`config.mk`:
```
export PLATFORM = sky130hd
export DESIGN_NAME = array_priority_queue_unit
export DESIGN_NICKNAME = d
export VERILOG_FILES = /design/src/sv/apq_pkg.sv /design/src/sv/apq_ram.sv /design/src/sv/array_priority_queue_unit.sv
export VERILOG_INCLUDE_DIRS = /design/src /design/src/sv
export SDC_FILE = /design/constraint.sdc
export NUM_CORES = 2
export LEC_CHECK = 0
export BUFFER_PORTS_ARGS = -buffer_cell sky130_fd_sc_hd__buf_4
export CAP_MARGIN = 5
export CELL_PAD_IN_SITES_DETAIL_PLACEMENT = 0
export CELL_PAD_IN_SITES_GLOBAL_PLACEMENT = 1
export CORE_MARGIN = 5
export CORE_UTILIZATION = 50
export CTS_CLUSTER_SIZE = 30
export DETAILED_ROUTE_END_ITERATION = 10
export PLACE_DENSITY_LB_ADDON = 0.1
export SYNTH_ARGS = -nofsm -noshare
export SYNTH_HDL_FRONTEND = slang
export SYNTH_HIERARCHICAL = 1
export SYNTH_SLANG_ARGS = --single-unit
export TNS_END_PERCENT = 20
```
`constraint.sdc`:
```
create_clock -name clk_i -period 5.2 [get_ports clk_i]
set_clock_uncertainty 0.2 [all_clocks]
set_input_delay 0.78 -clock clk_i [delete_from_list [all_inputs] [get_ports clk_i]]
set_output_delay 0.78 -clock clk_i [all_outputs]
set_load 0.02 [all_outputs]
```
`src/sv/array_priority_queue_unit_defines.svh`:
```
// Assertion helpers for the priority queue block.
// The using module must have clk_i and rst_ni in scope.
`ifndef ARRAY_PRIORITY_QUEUE_UNIT_DEFINES_SVH
`define ARRAY_PRIORITY_QUEUE_UNIT_DEFINES_SVH

`define APQ_ASSERT(label, prop) \
  label: assert property (@(posedge clk_i) disable iff (!rst_ni) prop) \
    else $error("array_priority_queue_unit: check failed");

`define APQ_ASSERT_NEVER(label, expr) \
  `APQ_ASSERT(label, !(expr))

`endif

```
`src/sv/apq_pkg.sv`:
```
package apq_pkg;

  localparam int unsigned KEY_IO_W = 32;
  localparam int unsigned CNT_IO_W = 7;
  localparam int unsigned CAP_W    = 7;

  localparam logic [1:0] CMD_INSERT = 2'd0;
  localparam logic [1:0] CMD_REMOVE = 2'd1;
  localparam logic [1:0] CMD_PEEK   = 2'd2;

  localparam logic [1:0] ST_OK    = 2'd0;
  localparam logic [1:0] ST_FULL  = 2'd1;
  localparam logic [1:0] ST_EMPTY = 2'd2;

  localparam logic CFG_HIGH_MODE = 1'b0;
  localparam logic CFG_CAP_LIMIT = 1'b1;

  typedef enum logic [3:0] {
    S_IDLE   = 4'b0001,
    S_SCAN   = 4'b0010,
    S_SHIFT  = 4'b0100,
    S_FINISH = 4'b1000
  } state_e;

endpackage

```
`src/sv/apq_ram.sv`:
```
module apq_ram #(
  parameter int unsigned WIDTH = 32,
  parameter int unsigned DEPTH = 64
) (
  input  logic                     clk_i,
  input  logic                     we_i,
  input  logic [$clog2(DEPTH)-1:0] waddr_i,
  input  logic [WIDTH-1:0]         wdata_i,
  input  logic                     re_i,
  input  logic [$clog2(DEPTH)-1:0] raddr_i,
  output logic [WIDTH-1:0]         rdata_o
);

  logic [WIDTH-1:0] mem_q [DEPTH];
  logic [WIDTH-1:0] rdata_q;

  always_ff @(posedge clk_i) begin
    if (we_i) begin
      mem_q[waddr_i] <= wdata_i;
    end
    if (re_i) begin
      rdata_q <= mem_q[raddr_i];
    end
  end

  assign rdata_o = rdata_q;

endmodule

```
`src/sv/array_priority_queue_unit.sv`:
```
// Channel  Direction  Handshake               Words
// in       input      in_valid_i / in_stall_o  cmd_i, key_in_i
// out      output     out_valid_o / out_stall_i key_out_o, status_o, count_o
// cfg      input      cfg_we_i (no wait)       cfg_idx_i, cfg_wdata_i
//
// Insert, empty remove/peek and unused commands go straight to the finish
// state. Peek and remove first scan the queue: the single read port
// of the entry RAM scans one entry per cycle, then remove moves the entries
// behind the chosen one forward, one per cycle.
// Reset clears the count, state and output valid and loads the config defaults; the entry RAM needs no clearing.
// A new word is taken only when the previous one has been handed to the
// output register; the output register holds while out_stall_i is high.
`include "array_priority_queue_unit_defines.svh"

module array_priority_queue_unit import apq_pkg::*; #(
  parameter int unsigned DEPTH     = 64,
  parameter int unsigned KEY_WIDTH = 32
) (
  input  logic                clk_i,
  input  logic                rst_ni,
  input  logic                in_valid_i,
  output logic                in_stall_o,
  input  logic [1:0]          cmd_i,
  input  logic [KEY_IO_W-1:0] key_in_i,
  output logic                out_valid_o,
  input  logic                out_stall_i,
  output logic [KEY_IO_W-1:0] key_out_o,
  output logic [1:0]          status_o,
  output logic [CNT_IO_W-1:0] count_o,
  input  logic                cfg_we_i,
  input  logic                cfg_idx_i,
  input  logic [CAP_W-1:0]    cfg_wdata_i
);

  localparam int unsigned AW   = $clog2(DEPTH);
  localparam int unsigned CW   = $clog2(DEPTH + 1);
  localparam int unsigned CMPW = (CW > CAP_W) ? CW : CAP_W;

  state_e              state_q, state_d;
  logic [CW-1:0]       cnt_q, cnt_d;
  logic                high_mode_q;
  logic [CAP_W-1:0]    cap_q;
  logic [1:0]          cmd_q, cmd_d;
  logic [CW-1:0]       rd_idx_q, rd_idx_d;
  logic [AW-1:0]       cmp_idx_q, cmp_idx_d;
  logic [KEY_WIDTH-1:0] best_key_q, best_key_d;
  logic [AW-1:0]       best_idx_q, best_idx_d;
  logic [AW-1:0]       sh_wr_q, sh_wr_d;
  logic                sh_pend_q, sh_pend_d;
  logic [KEY_WIDTH-1:0] res_key_q, res_key_d;
  logic [1:0]          res_status_q, res_status_d;
  logic                out_valid_q, out_valid_d;
  logic [KEY_IO_W-1:0] out_key_q, out_key_d;
  logic [1:0]          out_status_q, out_status_d;
  logic [CNT_IO_W-1:0] out_count_q, out_count_d;

  logic                 ram_we, ram_re;
  logic [AW-1:0]        ram_waddr, ram_raddr;
  logic [KEY_WIDTH-1:0] ram_wdata, ram_rdata;

  logic                 in_acc;
  logic                 full;
  logic                 better, take, last;
  logic [KEY_WIDTH-1:0] scan_key;
  logic [AW-1:0]        scan_idx;
  logic [CMPW-1:0]      cnt_ext;

  apq_ram #(
    .WIDTH (KEY_WIDTH),
    .DEPTH (DEPTH)
  ) u_ram (
    .clk_i   (clk_i),
    .we_i    (ram_we),
    .waddr_i (ram_waddr),
    .wdata_i (ram_wdata),
    .re_i    (ram_re),
    .raddr_i (ram_raddr),
    .rdata_o (ram_rdata)
  );

  assign in_stall_o = (state_q != S_IDLE);
  assign in_acc     = in_valid_i && !in_stall_o;
  assign cnt_ext    = CMPW'(cnt_q);
  assign full       = (cnt_ext >= CMPW'(cap_q)) || (cnt_q >= CW'(DEPTH));

  // Scan compare: strict compare keeps the oldest entry on ties.
  assign better   = high_mode_q ? (ram_rdata > best_key_q) : (ram_rdata < best_key_q);
  assign take     = (cmp_idx_q == '0) || better;
  assign scan_key = take ? ram_rdata : best_key_q;
  assign scan_idx = take ? cmp_idx_q : best_idx_q;
  assign last     = (CW'(cmp_idx_q) + CW'(1)) == cnt_q;

  always_comb begin
    state_d      = state_q;
    cnt_d        = cnt_q;
    cmd_d        = cmd_q;
    rd_idx_d     = rd_idx_q;
    cmp_idx_d    = cmp_idx_q;
    best_key_d   = best_key_q;
    best_idx_d   = best_idx_q;
    sh_wr_d      = sh_wr_q;
    sh_pend_d    = sh_pend_q;
    res_key_d    = res_key_q;
    res_status_d = res_status_q;
    out_valid_d  = out_valid_q && out_stall_i;
    out_key_d    = out_key_q;
    out_status_d = out_status_q;
    out_count_d  = out_count_q;
    ram_we       = 1'b0;
    ram_waddr    = '0;
    ram_wdata    = KEY_WIDTH'(key_in_i);
    ram_re       = 1'b0;
    ram_raddr    = '0;

    case (state_q)
      S_IDLE: begin
        if (in_acc) begin
          cmd_d        = cmd_i;
          res_key_d    = '0;
          res_status_d = ST_OK;
          state_d      = S_FINISH;
          case (cmd_i)
            CMD_INSERT: begin
              if (full) begin
                res_status_d = ST_FULL;
              end else begin
                ram_we    = 1'b1;
                ram_waddr = cnt_q[AW-1:0];
                cnt_d     = cnt_q + CW'(1);
              end
            end
            CMD_REMOVE, CMD_PEEK: begin
              if (cnt_q == '0) begin
                res_status_d = ST_EMPTY;
              end else begin
                ram_re    = 1'b1;
                ram_raddr = '0;
                rd_idx_d  = CW'(1);
                cmp_idx_d = '0;
                state_d   = S_SCAN;
              end
            end
            default: begin
            end
          endcase
        end
      end

      S_SCAN: begin
        best_key_d = scan_key;
        best_idx_d = scan_idx;
        cmp_idx_d  = cmp_idx_q + AW'(1);
        if (rd_idx_q < cnt_q) begin
          ram_re    = 1'b1;
          ram_raddr = rd_idx_q[AW-1:0];
          rd_idx_d  = rd_idx_q + CW'(1);
        end
        if (last) begin
          res_key_d = scan_key;
          if (cmd_q == CMD_REMOVE) begin
            rd_idx_d  = CW'(scan_idx) + CW'(1);
            sh_wr_d   = scan_idx;
            sh_pend_d = 1'b0;
            state_d   = S_SHIFT;
          end else begin
            state_d = S_FINISH;
          end
        end
      end

      S_SHIFT: begin
        // Entry rd_idx - 1 arrives from the read issued last cycle and moves
        // one place toward the front.
        if (sh_pend_q) begin
          ram_we    = 1'b1;
          ram_waddr = sh_wr_q;
          ram_wdata = ram_rdata;
          sh_wr_d   = sh_wr_q + AW'(1);
        end
        if (rd_idx_q < cnt_q) begin
          ram_re    = 1'b1;
          ram_raddr = rd_idx_q[AW-1:0];
          rd_idx_d  = rd_idx_q + CW'(1);
          sh_pend_d = 1'b1;
        end else begin
          sh_pend_d = 1'b0;
          if (!sh_pend_q) begin
            cnt_d   = cnt_q - CW'(1);
            state_d = S_FINISH;
          end
        end
      end

      S_FINISH: begin
        if (!out_valid_q || !out_stall_i) begin
          out_valid_d  = 1'b1;
          out_key_d    = KEY_IO_W'(res_key_q);
          out_status_d = res_status_q;
          out_count_d  = cnt_ext[CNT_IO_W-1:0];
          state_d      = S_IDLE;
        end
      end

      default: begin
        state_d = S_IDLE;
      end
    endcase
  end

  always_ff @(posedge clk_i or negedge rst_ni) begin
    if (!rst_ni) begin
      state_q     <= S_IDLE;
      cnt_q       <= '0;
      high_mode_q <= 1'b1;
      cap_q       <= CAP_W'(10);
      out_valid_q <= 1'b0;
      sh_pend_q   <= 1'b0;
    end else begin
      state_q     <= state_d;
      cnt_q       <= cnt_d;
      out_valid_q <= out_valid_d;
      sh_pend_q   <= sh_pend_d;
      if (cfg_we_i) begin
        case (cfg_idx_i)
          CFG_HIGH_MODE: high_mode_q <= cfg_wdata_i[0];
          CFG_CAP_LIMIT: cap_q       <= cfg_wdata_i;
          default: begin
          end
        endcase
      end
    end
  end

  always_ff @(posedge clk_i) begin
    cmd_q        <= cmd_d;
    rd_idx_q     <= rd_idx_d;
    cmp_idx_q    <= cmp_idx_d;
    best_key_q   <= best_key_d;
    best_idx_q   <= best_idx_d;
    sh_wr_q      <= sh_wr_d;
    res_key_q    <= res_key_d;
    res_status_q <= res_status_d;
    out_key_q    <= out_key_d;
    out_status_q <= out_status_d;
    out_count_q  <= out_count_d;
  end

  assign out_valid_o = out_valid_q;
  assign key_out_o   = out_key_q;
  assign status_o    = out_status_q;
  assign count_o     = out_count_q;

  `APQ_ASSERT_NEVER(a_count_in_range, cnt_q > CW'(DEPTH))
  `APQ_ASSERT(a_insert_grows,
    (in_acc && cmd_i == CMD_INSERT && !full) |=> cnt_q == $past(cnt_q) + CW'(1))
  `APQ_ASSERT(a_write_states, ram_we |-> (state_q == S_IDLE || state_q == S_SHIFT))
  `APQ_ASSERT(a_result_from_finish, $rose(out_valid_q) |-> $past(state_q == S_FINISH))

endmodule

```
==> summary by stage <==
STA
Setup slack on the critical path of the routed design comes to 174.7 ps. The timing-limited maximum frequency is 199.0 MHz. The smallest clock period supported by the final layout is computed as 5025 ps. At the pin with the least slew margin, the transition time is 1275 ps. The final critical path takes up 96.64% of the cycle. Setup repair after global routing left no endpoint under its margin. The number of setup violations in the final report is 0.

Measured against its own limit, the worst slew margin works out to around 15%. The number of failing hold endpoints at the final stage is 0. The final count of pins violating max slew came to 0.

Logic synthesis
The gate count after technology mapping is roughly 4300. Synthesis produced a netlist with a net count of 4421. The synthesized area is 87740 um^2. The number of synthesis warnings is 6. After synthesis, the netlist uses 78 different library cells.

The synthesized area per cell is 20.33 um^2. The register bit total from synthesis is 2235. The async set-reset flop share out of synthesis is 0.9396%.

The largest area contributor in the netlist is sky130_fd_sc_hd__edfxtp_1. The most frequent cell after synthesis is sky130_fd_sc_hd__edfxtp_1. The sequential-to-total area share from yosys stat is 76.37%. The primary flip-flop cell chosen by synthesis mapping is sky130_fd_sc_hd__edfxtp_1. By count the netlist is led by sky130_fd_sc_hd__edfxtp_1, sky130_fd_sc_hd__mux4_2, sky130_fd_sc_hd__nand2_1.

The number of enable flip-flop cells after synthesis is 2214. The share of the synthesized area in the top cell type is 75.77%. By area the synthesized netlist is led by sky130_fd_sc_hd__edfxtp_1, sky130_fd_sc_hd__mux4_2, sky130_fd_sc_hd__mux2i_1, sky130_fd_sc_hd__nand2_1, sky130_fd_sc_hd__ha_1.

Worst setup path
Tracing the worst setup path back leads to its startpoint at rd_idx_q[1]. The worst setup path is captured at a register. The critical path's largest stage delay is between 500 and 600 ps. The slowest stage of the critical path is the sky130_fd_sc_hd__o21ai_1 cell. The flop-to-flop setup slack is 170 ps. The signal on the critical path passes through ha_1, a21o_1, a21o_1, a21o_1, a211o_1, a21oi_1, nor2b_1, and2_4, buf_12, buf_4, mux4_2, a22oi_1, nand3_1, o21ai_1, a21oi_1. For the worst setup path, the data arrival time is ~5400 ps. The maximum fanout along the worst path is 17. The most numerous cell on the critical path is sky130_fd_sc_hd__a21o_1.

The launch point of the worst reg-to-reg path is rd_idx_q[1]. The critical path is of the reg -> reg type. The data required time at the worst endpoint is around 5600 ps. The worst setup path is launched from a register.

Layout
In the final design database the tool counted 4901 nets. Relative to the synthesized area, the layout overhead comes to 16.58%. Of the cells placed in the final design, the portion with a size suffix greater than 1 is between 20 and 30%.

Status
The run finished with clean final reports.

Drt
The detailed-routed wire length on met3 is around 21000 um. The number of detailed-route iterations in the first pass is 5. The wire length the detailed router placed on met1 is 103500 um. The final route contains approximately 46000 vias. The routed design has 254500 um of wire. After detailed routing, the average wire length per cell comes to 34.72 um. Dividing the detail-routed via count by the number of cells gives 6.279. After detailed routing, no signal wire sits above met4. The detail route stage leaves a number of antenna-violating nets equal to 0.

The amount of wire on met2 after detailed routing is 121900 um. The total DRC errors in the routed layout is 0. The number of DRC violations after detailed-routing iteration 0 is 5274.

Pwr
The leakage power total is 0.03219 uW. Overall power consumption after layout is estimated at 41410 uW. The worst voltage drop across the vdd grid is 0.3284 mV. In this run the power density over the cells is roughly 400 nW/um^2.

Die
The floorplan core area is 174200 um^2. The effective utilization at floorplan is around 50%. The floorplan step set the die width to 428.9 um. The die boundary height is around 430 um.

The count of pins on the block boundary is 90. The placement row count is between 150 and 200. The die covers 184000 um^2.

Clocking
The later-pin clock latency in the skew report is around 870 ps. The clock transition at the registers of the reported paths is 60 ps. Clock tree synthesis inserted a total of 222 buffers. The CTS tree is done. The master cell of the clock root buffer is sky130_fd_sc_hd__clkbuf_16.

In this run the number of H-tree levels came out at 4. The clock drives 2235 sinks. The clock tree buffer depth is 3.

Job
Across the run, the number of max-cap violations was 0.

Placement
The half-perimeter wire length of the detailed placement result is 161400 um. The pre-CTS worst setup slack is 83.69 ps. During placement, the flow inserted port buffers numbering 89. The final RePlAce weighted congestion is 0.8398.

GRT
The overall overflow remaining after global route is 0. The wire length of the first global-routing pass is 357000 um. The via count of the first global-routing pass is 45582. Entering global routing, the biggest net connects 77 pins. For this run, the total global-route usage over all layers was measured as 27.59%. The initial antenna violation count is 14.

Hold path
The beginning of the worst hold path is cfg_idx_i. The tightest min-delay check is of the in -> reg type.
## per-layer routing
layer  vias to the layer above  GRT usage, %
li1                      18874             -
met1                     24855         39.46
met2                      1980         43.71
met3                       318         5.606
met4                         0         7.955
met5                         -             0
## cells in the final DEF, fill, tap and decap left out, types with 52 or more instances in the layout
cell type / count
sky130_fd_sc_hd__o22ai_1: 71
sky130_fd_sc_hd__nand4_1: 52
sky130_fd_sc_hd__clkinv_1: 56
sky130_fd_sc_hd__edfxtp_1: 2214
sky130_fd_sc_hd__ha_1: 58
sky130_fd_sc_hd__inv_1: 61
sky130_fd_sc_hd__nor2_1: 53
sky130_fd_sc_hd__mux2i_1: 133
sky130_fd_sc_hd__o21ai_0: 53
sky130_fd_sc_hd__a22oi_1: 76
sky130_fd_sc_hd__nand2_1: 185
sky130_fd_sc_hd__buf_4: 390
sky130_fd_sc_hd__nor2_4: 56
sky130_fd_sc_hd__nand3_1: 90
sky130_fd_sc_hd__buf_12: 88
sky130_fd_sc_hd__clkbuf_16: 224
sky130_fd_sc_hd__mux4_2: 446
## worst max-delay path, delay by kind of cell, from the launching register on
kind	cells	cell delay (ps)
simple gates	3	1050
buf+inv	2	460
fa+ha+maj	1	330
flops	1	460
compound gates	8	1910
mux	1	320
## cells by family (layout without fill, tap and decap cells)
logic type      count (synthesis)  count (layout)  share of synthesized area [%]
compound gates                401             401                          3.257
xor+xnor                       30              30                         0.2995
fa+ha+maj                      59              59                         0.8499
buf+inv                       298             973                          1.717
flops                        2235            2235                          76.37
mux                           641             641                          13.85
other cells                     0              15                              0
simple gates                  651             651                          3.656
## timing repair
item | CTS | global route
gates resized for setup | 0 | 4
hold buffers | 13 | 0
setup buffers | 0 | 0
setup endpoints to repair | 0 | 3
hold endpoints to repair | 33 | 0
## power by group
part           total (uW)  internal (uW)  leakage [uW]  switching, uW
clock network       16200           9360       0.00363           6860
logic                4560           1850       0.00837           2710
registers           20600          20300        0.0202            369
total               41400          31500        0.0322           9940
## stage by stage
stage | cell area [um^2] | std cells | setup TNS [ps] | util [%] | hold slack, ps
finish | 102300 | 7330 | 0 | 58.72 | 95.05
detailed placement | 94680 | 6882 | 0 | 54.35 | 205.2
global placement | 94680 | 6882 | 0 | 54.35 | 200.3
floorplan | 87740 | 4315 | -98850 | - | 200.3
CTS | 102200 | 7314 | 0 | 58.68 | 28.05
global route | 102300 | 7319 | 0 | 58.70 | 63.21
## final timing paths
kind | cells past startpoint | to
max in group asynchronous | 2 | high_mode_q
min in group asynchronous | 2 | cap_q[2]
hold reg to reg | 0 | key_out_o[6]
hold / removal | 3 | high_mode_q
setup / recovery | 15 | u_ram/rdata_o[27]
setup reg to reg | 15 | u_ram/rdata_o[27]
## sequential cells by signal (all words and copies together), names as in the netlist, 2 cells and up
name,cells
key_out_o,32
cap_q,7
res_key_q,32
u_ram/rdata_o,32
rd_idx_q,7
cnt_ext,7
sh_wr_q,6
best_idx_q,6
status_o,2
best_key_q,32
u_ram/mem_q,2048
state_q,4
res_status_q,2
cmp_idx_q,6
cmd_q,2
count_o,7
## layout make-up
| type | instances | area, um^2 |
|---|---|---|
| diodes | 15 | 37.54 |
| clock buffers | 262 | 5748 |
| clock inverters | 157 | 1658 |
| fillers | 12837 | 71910 |
| inverters | 63 | 236.5 |
| multi-input cells | 1782 | 19870 |
| flip-flops and latches | 2235 | 67010 |
| well taps | 2325 | 2909 |
| repair buffers | 491 | 4820 |
Power figures use the tool's default switching activity.
